<file path="config.mk">
export PLATFORM = sky130hd
export DESIGN_NAME = lgs_row_calc
export DESIGN_NICKNAME = d
export VERILOG_FILES = /design/src/sv/lgs_pkg.sv /design/src/sv/lgs_row_calc.sv
export SDC_FILE = /design/constraint.sdc
export NUM_CORES = 1
export LEC_CHECK = 0
export BUFFER_PORTS_ARGS = -buffer_cell sky130_fd_sc_hd__buf_4
export CAP_MARGIN = 20
export CORE_UTILIZATION = 40
export DETAILED_ROUTE_END_ITERATION = 16
export PLACE_DENSITY = 0.66
export SYNTH_ARGS = -nofsm -noshare
export SYNTH_HDL_FRONTEND = slang
export SYNTH_SLANG_ARGS = --single-unit
</file>
<file path="constraint.sdc">
create_clock -name vclk -period 4.6
set_input_delay 0.69 -clock vclk [all_inputs]
set_output_delay 0.69 -clock vclk [all_outputs]
set_load 0.02 [all_outputs]
</file>
<file path="src/sv/lgs_pkg.sv">
// ---------------------------------------------------------------------------
// lgs_pkg
// Shared types and constants for the life grid generation step block.
// ---------------------------------------------------------------------------
package lgs_pkg;

  // request codes
  localparam logic [1:0] REQ_WRITE = 2'd0;
  localparam logic [1:0] REQ_STEP  = 2'd1;
  localparam logic [1:0] REQ_READ  = 2'd2;

  // configuration register indexes
  localparam int unsigned CFG_IDX_W = 4;
  localparam logic [CFG_IDX_W-1:0] CFG_ROWS = 4'd0;
  localparam logic [CFG_IDX_W-1:0] CFG_COLS = 4'd1;

  // field widths
  localparam int unsigned REQ_W   = 2;
  localparam int unsigned INDEX_W = 6;
  localparam int unsigned COUNT_W = 7;

  localparam logic [COUNT_W-1:0] COUNT_RESET = 7'd64;
  localparam logic [COUNT_W-1:0] COUNT_MIN   = 7'd2;

  // b3/s23 rule
  localparam logic [3:0] BIRTH_COUNT   = 4'd3;
  localparam logic [3:0] SURVIVE_COUNT = 4'd2;

  typedef enum logic [2:0] {
    ST_CLEAR,
    ST_IDLE,
    ST_CELL,
    ST_STEP_FIRST,
    ST_STEP_RUN
  } state_t;

endpackage

</file>
<file path="src/sv/lgs_row_calc.sv">
// ---------------------------------------------------------------------------
// lgs_row_calc
// Next state of one grid row from the rows above, at and below it.
// ---------------------------------------------------------------------------
module lgs_row_calc #(
  parameter int unsigned WIDTH = 64
) (
  input  logic [WIDTH-1:0] above,
  input  logic [WIDTH-1:0] mid,
  input  logic [WIDTH-1:0] below,
  input  logic [WIDTH-1:0] mid_raw,
  input  logic [WIDTH-1:0] col_mask,
  output logic [WIDTH-1:0] next_row
);

  logic [WIDTH+1:0] pa;
  logic [WIDTH+1:0] pm;
  logic [WIDTH+1:0] pb;

  always_comb begin
    logic [3:0] n;
    // zero pad so edge columns see dead neighbors
    pa = {1'b0, above, 1'b0};
    pm = {1'b0, mid, 1'b0};
    pb = {1'b0, below, 1'b0};
    n  = '0;
    for (int c = 0; c < WIDTH; c++) begin
      n = 4'(pa[c]) + 4'(pa[c+1]) + 4'(pa[c+2]) + 4'(pm[c]) + 4'(pm[c+2])
        + 4'(pb[c]) + 4'(pb[c+1]) + 4'(pb[c+2]);
      if (col_mask[c]) begin
        next_row[c] = (n == lgs_pkg::BIRTH_COUNT) ||
                      (mid[c] && (n == lgs_pkg::SURVIVE_COUNT));
      end else begin
        // columns past the configured width keep their value
        next_row[c] = mid_raw[c];
      end
    end
  end

endmodule

</file>
* Word-level counts from Yosys, hierarchy flattened
Cells that the tools add are included.
Cells by class: multiplexer cells 64, reduce and logical (&&, ||, !) cells 128, add/subtract/negate cells 441, equal/unequal tests 128
Operator list (number):
- adder 4 x 1 -> 4 bit | 252
- equality test 4 x 2 -> 1 bit (second input constant) | 128
- adder 3 x 1 -> 4 bit | 63
- adder 2 x 1 -> 3 bit | 63
- adder 1 x 1 -> 2 bit | 63
- logical AND 1 bit | 64
- logical OR 1 bit | 64
- two-way mux 1 bit | 64
Storage, ports and cells: output and inout bits 64, word-level logic and storage cells 761, register bits 0, bits of input ports 320

* Depth between registers and ports, before layout
Gate-level depths: netlist of the first run.
word-level depth 11, gate-level depth with buffers 10, mapped depth without buffers 10

* Worst setup path before layout of the first run
Ideal clock, no wire load.
path type input to output, start point input above[58], end point output next_row[59], setup slack 0.433 ns, data arrival time 3.477 ns, stages on the path 10, data required time 3.910 ns, buffers on the path 0, path through inv_1 fa_1 fa_1 fa_1 inv_1 ha_1 fa_1 o211ai_1 a21o_1 o22ai_1
On the way: longest elaborated chain between the ends 11, elaborated cells between the ends (all ways) 12, those cells by class add/sub (7); eq/ne (2); mux (1); reduce/logical (2)
RTL lines:
- start, declared | line lgs_row_calc.sv:8 | input logic [WIDTH-1:0] above,
- adder 1 x 1 -> 2 bit * | line lgs_row_calc.sv:28 | n = 4'(pa[c]) + 4'(pa[c+1]) + 4'(pa[c+2]) + 4'(pm[c]) + 4'(pm[c+2])
- adder 2 x 1 -> 3 bit * | line lgs_row_calc.sv:28
- adder 3 x 1 -> 4 bit * | line lgs_row_calc.sv:28
- adder 4 x 1 -> 4 bit * | line lgs_row_calc.sv:28
- adder 4 x 1 -> 4 bit * (3 in a row) | line lgs_row_calc.sv:29 | + 4'(pb[c]) + 4'(pb[c+1]) + 4'(pb[c+2]);
- equality test 4 x 2 -> 1 bit | line lgs_row_calc.sv:32 | (mid[c] && (n == lgs_pkg::SURVIVE_COUNT));
- logical AND 1 bit | line lgs_row_calc.sv:32
- logical OR 1 bit * | line lgs_row_calc.sv:31 | next_row[c] = (n == lgs_pkg::BIRTH_COUNT) ||
- two-way mux 1 bit * | line lgs_row_calc.sv:30 | if (col_mask[c]) begin
- end, declared | line lgs_row_calc.sv:13 | output logic [WIDTH-1:0] next_row
Mark *: on every way between the ends. The rest lies on a longest branch, timed or not.

* Worst setup path after layout of the first run
start point input above[53], end point output next_row[53]
The elaborated chain is that of the path after synthesis.

==> results.json, run 1 <==
{
  "outcome": "complete, no violations",
  "dp_cells": 2103,
  "hp-class": "in2out",
  "crit_chain": "buf_4 -> inv_1 -> fa_1 -> fa_1 -> fa_1 -> inv_1 -> ha_1 -> fa_1 -> and2_1 -> a21oi_1 -> o22ai_1 -> buf_4",
  "cts_setup_buffers": 0,
  "final.fill_count": 2683,
  "regArea_um2": 0,
  "synth.avg_cell_area_um2": 8.583,
  "clkbuf_count": 0,
  "multiInputGateArea_um2": 9479,
  "final_cells": 2103,
  "initial_core_util_pct": 41.09,
  "vias": 9596,
  "ys_warn_count": 0,
  "crit_slowest_cell": "fa_1",
  "ant_nets": 0,
  "tightest_slew_ns": 0.3803,
  "postSynthNetCount": 2101,
  "cap_violations": 0,
  "drive_gt1_share_pct": 22.26,
  "cp.required_ns": 3.91,
  "io_pins": 384,
  "vias_per_cell": 4.563,
  "die_area_um2": 29460,
  "min_period_ns": 4.388,
  "fp.dieH_um": 171.6,
  "fin_tns_setup_ns": 0,
  "total_leakage_power_nw": 8.604,
  "relSlewSlack_pct": 74.64,
  "final_common_cell": "inv_1",
  "wire_per_inst_um": 13.08,
  "wirelength_um": 27510,
  "rows": 61,
  "cp_max_fo": 2,
  "track_usage_pct": 19.12,
  "period_share_pct": 95.40,
  "p_per_area_nw_per_um2": 199.5,
  "slowest_delay_ns": 0.50,
  "nFlopsAndLatches": 0,
  "path_common_cell": "fa_1",
  "holdBufCountCts": 0,
  "synthToLayoutAreaGrowth_pct": 29.16,
  "first_global_vias": 10371,
  "synth_area_leader_cell": "fa_1",
  "synthCells": 1341,
  "synth_top_area_share_pct": 43.83,
  "grt_pass1_wl_um": 45830,
  "nets": 2487,
  "rsz0062_at_grt": "false",
  "dp_hpwl_um": 26840,
  "max_clock_freq_ghz": 0.2279,
  "arrival_ns": 3.70,
  "synth_area_um2": 11510,
  "critical_path_class": "in2out",
  "coreArea_um2": 28010,
  "ys_types": 14,
  "ctsResizeCount": 0,
  "cp-start-kind": "input port",
  "endpoint_kind": "output pin",
  "seq_area_frac_synth_pct": 0,
  "antenna_found_initial": 0,
  "maxSlewViolCount": 0,
  "die_w_um": 171.6,
  "drt_pass1_iterations": 4,
  "finalSetupViolCount": 0,
  "hold_violations": 0,
  "grt_max_degree": 4,
  "ir_drop_v": 0.0001180,
  "drc_errors": 0,
  "synth.area.top_cells": "fa_1 44%, ha_1 20%, inv_1 18%",
  "drt_iter0_drc": 218,
  "most-common-layout-cells": "541 x inv_1, 384 x buf_4, 252 x fa_1",
  "port_buffers": 384,
  "globalRouteOverflowTotal": 0,
  "diodes": 0,
  "place_congestion": 0.9171
}
==> where the power goes <==
part / internal [mW] / total [mW] / switching (mW)
clock network: 0 / 0 / 0
logic: 1.39 / 2.97 / 1.57
registers: 0 / 0 / 0
==> path summary, 6_finish.rpt <==
path / end / from / slack, ns / cells after the start
worst min-delay path: next_row[60] / col_mask[60] / 1.68 / 3
worst max-delay path: next_row[53] / above[53] / 0.21 / 12
==> per-layer routing <==
layer | wire (µm) | vias to the layer above | GRT usage (%)
met1 | 11540 | 4475 | 23.59
li1 | - | 4855 | -
met2 | 13540 | 258 | 35.19
met5 | 0 | - | 0
met3 | 2258 | 8 | 4.349
met4 | 174 | 0 | 1.087
==> through the flow <==
step                hold slack [ns]  utilization, %  setup WS [ns]  total power [mW]  area [µm²]
finish                        1.678           53.07         0.2117             2.965       14870
floorplan                     1.524               -         0.4327             2.037       11510
global route                  1.686           53.07        0.09605             3.479       14870
detailed placement            1.679           53.07         0.2208             2.988       14870
global placement              1.675           53.07         0.2278             2.884       14870
CTS                           1.679           53.07         0.2098             3.015       14870
==> cell families (layout without fill, tap and decap cells) <==
family	count (synthesis)	in the layout	share of synthesized area, %
AOI/OAI and AO/OA	251	251	13.53
adders and majority gates	440	440	64.27
buffers and inverters	541	925	17.64
and+or+nand+nor	109	109	4.555
==> final cells by class <==
cell class                 count  share of cell area (%)
multi-input combinational    800                   63.77
timing repair buffer         384                   19.39
inverter                     541                   13.66
tap                          378                   3.182
==> critical path, delay by kind of cell <==
family          cells  cell delay, ns
compound gates      2            0.35
fa+ha+maj           5            2.02
buf+inv             4            0.47
simple gates        1            0.17
==> synth_stat cells <==
| master | number |
|---|---|
| inv_1 | 541 |
| fa_1 | 252 |
| ha_1 | 188 |
| a21oi_1 | 90 |
| o211ai_1 | 62 |
| o22ai_1 | 62 |
| nor2_1 | 46 |
| and2_1 | 45 |
| a31oi_1 | 17 |
| nand2_1 | 17 |
| a21o_1 | 16 |
| o2111ai_1 | 2 |
| o21ai_0 | 2 |
| nor2b_1 | 1 |
Note: power is estimated with default switching activity, not from simulation.
==> run 2, diff against run 1 <==
--- a/config.mk
+++ b/config.mk
@@ -7,9 +7,9 @@
 export LEC_CHECK = 0
 export BUFFER_PORTS_ARGS = -buffer_cell sky130_fd_sc_hd__buf_4
 export CAP_MARGIN = 20
-export CORE_UTILIZATION = 40
+export CORE_UTILIZATION = 30
 export DETAILED_ROUTE_END_ITERATION = 16
-export PLACE_DENSITY = 0.66
+export PLACE_DENSITY = 0.52
 export SYNTH_ARGS = -nofsm -noshare
 export SYNTH_HDL_FRONTEND = slang
 export SYNTH_SLANG_ARGS = --single-unit
==> results.json, run 2 (synthesis gave the netlist of run 1 again) <==
{
  "cts_setup_buffers": 0,
  "globalRouteOverflowTotal": 0,
  "total_leakage_power_nw": 8.604,
  "outcome": "complete, no violations",
  "nFlopsAndLatches": 0,
  "place_congestion": 0.8398,
  "drt_iter0_drc": 156,
  "synthToLayoutAreaGrowth_pct": 30.60,
  "p_total_mw": 2.963,
  "final_common_cell": "inv_1",
  "hold_violations": 0,
  "track_usage_pct": 14.53,
  "vias": 9505,
  "initial_core_util_pct": 30.56,
  "io_pins": 384,
  "regArea_um2": 0,
  "grt_pass1_wl_um": 47240,
  "dp_cells": 2236,
  "nets": 2487,
  "cap_violations": 0,
  "fp.dieH_um": 197.9,
  "comb_power_share_pct": 100.0,
  "min_period_ns": 4.386,
  "first_global_vias": 10398,
  "critical_path_class": "in2out",
  "vias_per_cell": 4.251,
  "maxSlewViolCount": 0,
  "drt_pass1_iterations": 6,
  "coreArea_um2": 37670,
  "wire_per_inst_um": 12.40,
  "hp-class": "in2out",
  "ctsResizeCount": 0,
  "clkbuf_count": 0,
  "p_seq_share_pct": 0,
  "final_cells": 2236,
  "port_buffers": 384,
  "ir_drop_v": 0.00009981,
  "power.switching_mw": 1.570,
  "dp_hpwl_um": 27230,
  "die_area_um2": 39150,
  "drive_gt1_share_pct": 22.26,
  "relSlewSlack_pct": 82.55,
  "period_share_pct": 95.34,
  "clockPowerShare_pct": 0,
  "rsz0062_at_grt": "false",
  "diodes": 0,
  "p_int_mw": 1.393,
  "holdBufCountCts": 0,
  "tightest_slew_ns": 0.2615,
  "drc_errors": 0,
  "grt_max_degree": 4,
  "fin_tns_setup_ns": 0,
  "endpoint_kind": "output pin",
  "p_per_area_nw_per_um2": 197.1,
  "max_clock_freq_ghz": 0.2280,
  "die_w_um": 197.9,
  "ant_nets": 0,
  "final.fill_count": 3925,
  "cp_max_fo": 2,
  "finalSetupViolCount": 0,
  "cp.required_ns": 3.91,
  "rows": 71,
  "arrival_ns": 3.70,
  "antenna_found_initial": 1,
  "most-common-layout-cells": "541 x inv_1, 384 x buf_4, 252 x fa_1",
  "wirelength_um": 27740,
  "cp-start-kind": "input port",
  "swShare_pct": 52.98
}
run 2: cell counts in the layout (fill, tap and decap cells not counted):
No cell type changed its count.
run 2: stage by stage:
step	instance area (µm²)	util (%)	setup WS [ns]	hold WS [ns]
after floorplan	11510	-	0.4327	1.524
after global placement	15030	39.91	0.2179	1.672
after detailed placement	15030	39.91	0.2103	1.675
after CTS	15030	39.91	0.2033	1.676
after global routing	15030	39.91	0.07770	1.680
final	15030	39.91	0.2144	1.674
run 2: final timing paths:
path / slack (ns) / cells past startpoint / from / end
min: 1.67 / 3 / col_mask[63] / next_row[63]
max: 0.21 / 12 / above[33] / next_row[33]
run 2: routing by layer:
layer | vias up | track usage (%) | wire length [µm]
met5 | - | 0 | 17
met4 | 2 | 0.3445 | 93
li1 | 4859 | - | -
met1 | 4406 | 19.07 | 12440
met2 | 232 | 25.34 | 12930
met3 | 6 | 3.560 | 2246
run 2: final cells by class:
class / count / area [µm²] / share of cell area [%]
well taps: 511 / 639.4 / 4.253
repair buffers: 384 / 2883 / 19.18
multi-input cells: 800 / 9479 / 63.06
inverters: 541 / 2031 / 13.51
run 2: power groups by stage:
stage / combinational, mW / clock (mW) / sequential (mW)
2_1_floorplan: 2.04 / 0 / 0
3_3_place_gp: 2.94 / 0 / 0
3_5_place_dp: 2.99 / 0 / 0
4_1_cts: 3.03 / 0 / 0
5_1_grt: 3.49 / 0 / 0
6_report: 2.96 / 0 / 0
run 2: critical path, cell delays in order:
cell and delay [ns]:
buf_4 0.12, inv_1 0.11, fa_1 0.44, fa_1 0.46, fa_1 0.49, inv_1 0.04, ha_1 0.20, fa_1 0.49
o211ai_1 0.08, a21o_1 0.16, o22ai_1 0.21, buf_4 0.19
==> run 3, diff against run 2 <==
--- a/config.mk
+++ b/config.mk
@@ -5,11 +5,12 @@
 export SDC_FILE = /design/constraint.sdc
 export NUM_CORES = 1
 export LEC_CHECK = 0
+export ABC_AREA = 1
 export BUFFER_PORTS_ARGS = -buffer_cell sky130_fd_sc_hd__buf_4
 export CAP_MARGIN = 20
 export CORE_UTILIZATION = 30
 export DETAILED_ROUTE_END_ITERATION = 16
-export PLACE_DENSITY = 0.52
+export PLACE_DENSITY = 0.53
 export SYNTH_ARGS = -nofsm -noshare
 export SYNTH_HDL_FRONTEND = slang
 export SYNTH_SLANG_ARGS = --single-unit
==> constraint.sdc (replaced) <==
create_clock -name vclk -period 3.5
set_input_delay 0.875 -clock vclk [all_inputs]
set_output_delay 0.875 -clock vclk [all_outputs]
set_load 0.02 [all_outputs]
==> results.json, run 3 <==
{
  "maxSlewViolCount": 0,
  "tightest_slew_ns": 0.2351,
  "diodes": 0,
  "seq_area_frac_synth_pct": 0,
  "crit_buf_inv": 5,
  "regArea_um2": 0,
  "slowest_delay_ns": 0.54,
  "synth_top_area_share_pct": 39.37,
  "max_clock_freq_ghz": 0.2175,
  "grt_max_degree": 4,
  "coreArea_um2": 42040,
  "holdBufCountCts": 0,
  "io_pins": 384,
  "synthCells": 1881,
  "grt_pass1_wl_um": 57790,
  "critical_path_class": "in2out",
  "finalSetupViolCount": 64,
  "cp_max_fo": 2,
  "die_area_um2": 43550,
  "endpoint_kind": "output pin",
  "most-common-layout-cells": "534 x buf_4, 517 x inv_1, 490 x nand2_1",
  "relSlewSlack_pct": 84.31,
  "nets": 3292,
  "hold_ws_ns": 2.030,
  "wirelength_um": 32740,
  "cap_violations": 0,
  "nFlopsAndLatches": 0,
  "crit_chain": "buf_4 -> inv_4 -> fa_1 -> fa_1 -> fa_1 -> inv_2 -> ha_4 -> fa_1 -> nand2_1 -> clkinv_1 -> nand2_1 -> nor2_1 -> nand2_1 -> nand2_2 -> buf_6",
  "wire_per_inst_um": 10.67,
  "hold_violations": 0,
  "fp.dieH_um": 208.7,
  "dp_hpwl_um": 31470,
  "rows": 75,
  "drive_gt1_share_pct": 36.60,
  "period_share_pct": 131.4,
  "synth_area_um2": 12810,
  "arrival_ns": 3.72,
  "track_usage_pct": 15.55,
  "drc_errors": 0,
  "yosysMostFrequentCell": "inv_1",
  "yosys-top-cells-count": "649 x inv_1, 557 x nand2_1, 252 x fa_1, 188 x ha_1, 188 x nor2_1",
  "antenna_found_initial": 0,
  "vias_per_cell": 4.031,
  "crit_slowest_cell": "fa_1",
  "place_area_um2": 18560,
  "cts_setup_buffers": 0,
  "fin_area_um2": 19720,
  "total_leakage_power_nw": 11.70,
  "final.setup.worst_slack_ns": -1.098,
  "synthToLayoutAreaGrowth_pct": 53.86,
  "drt_iter0_drc": 214,
  "first_global_vias": 13201,
  "cp.required_ns": 2.62,
  "p_total_mw": 5.267,
  "final_common_cell": "buf_4",
  "p_per_area_nw_per_um2": 267.1,
  "cp_top_family": "adder cells",
  "synth_area_leader_cell": "fa_1",
  "port_buffers": 384,
  "path_common_cell": "fa_1",
  "vias": 12371,
  "ir_drop_v": 0.0001369,
  "ys_warn_count": 0,
  "postSynthNetCount": 2641,
  "die_w_um": 208.7,
  "final_util_pct": 46.90,
  "ant_nets": 0,
  "synth.area.top_cells": "fa_1 39%, inv_1 19%, ha_1 18%",
  "synth.avg_cell_area_um2": 6.813,
  "globalRouteOverflowTotal": 0,
  "hp-class": "in2out",
  "cp-start-kind": "input port",
  "rsz0062_at_grt": "true",
  "ys_types": 10,
  "drt_pass1_iterations": 4,
  "outcome": "complete, but fails checks",
  "failed_checks": "negative setup slack",
  "initial_core_util_pct": 30.48,
  "place_congestion": 0.8428,
  "min_period_ns": 4.598,
  "clkbuf_count": 0
}
==> run 3: cell types whose count changed in the layout (fill, tap and decap cells not counted), sizes merged, moves of 62 or more <==
cell,change
buf,+265
o22ai,-62
a21oi,-90
o211ai,-62
nand2,+540
nor2,+142
inv,+116
==> run 3: kinds of logic after synthesis <==
family / after synthesis / share of synthesized area (%)
AO/OA/AOI/OAI: 4 / 0.1562
AND/OR/NAND/NOR: 747 / 21.91
buffers and inverters: 690 / 20.21
adder cells (fa/ha/maj): 440 / 57.72
==> run 3: final timing paths <==
| path | startpoint | end | slack (ns) | depth (start not counted) |
|---|---|---|---|---|
| setup / recovery | above[33] | next_row[34] | -1.10 | 15 |
| hold / removal | col_mask[63] | next_row[63] | 2.03 | 3 |
==> run 3: final cells by class <==
cell class | count | area (µm²)
inverters | 690 | 2768
fillers | 4250 | 22320
well taps | 539 | 674.4
repair buffers | 649 | 5421
multi-input cells | 1191 | 10850
==> run 3: layer usage <==
layer / track usage [%] / share of wire (%) / vias up
met4: 0.5325 / 0.44 / 0
met3: 1.338 / 4.4 / 8
met5: 0 / 0 / -
li1: - / - / 6474
met2: 29.30 / 51 / 254
met1: 20.13 / 44 / 5635
==> run 3: where the power goes <==
part	total [mW]	switching [mW]	internal [mW]	leakage (nW)
logic	5.27	2.71	2.56	11.7
registers	0	0	0	0
clock network	0	0	0	0
total	5.27	2.71	2.56	11.7
==> run 3: through the flow <==
step	TNS [ns]	cells	setup slack [ns]
floorplan	-49.54	1881	-0.8081
global placement	-68.72	3069	-1.218
detailed placement	-70.13	3069	-1.239
CTS	-66.03	3069	-1.125
global route	-71.81	3069	-1.217
finish	-63.07	3069	-1.098
==> run 3: what timing repair did <==
| item | CTS | global route |
|---|---|---|
| setup endpoints to repair | 64 | 64 |
| hold endpoints to repair | 0 | 0 |
| resized for setup | 299 | 132 |
| gates cloned | 0 | 0 |
| pin swaps | 139 | 105 |
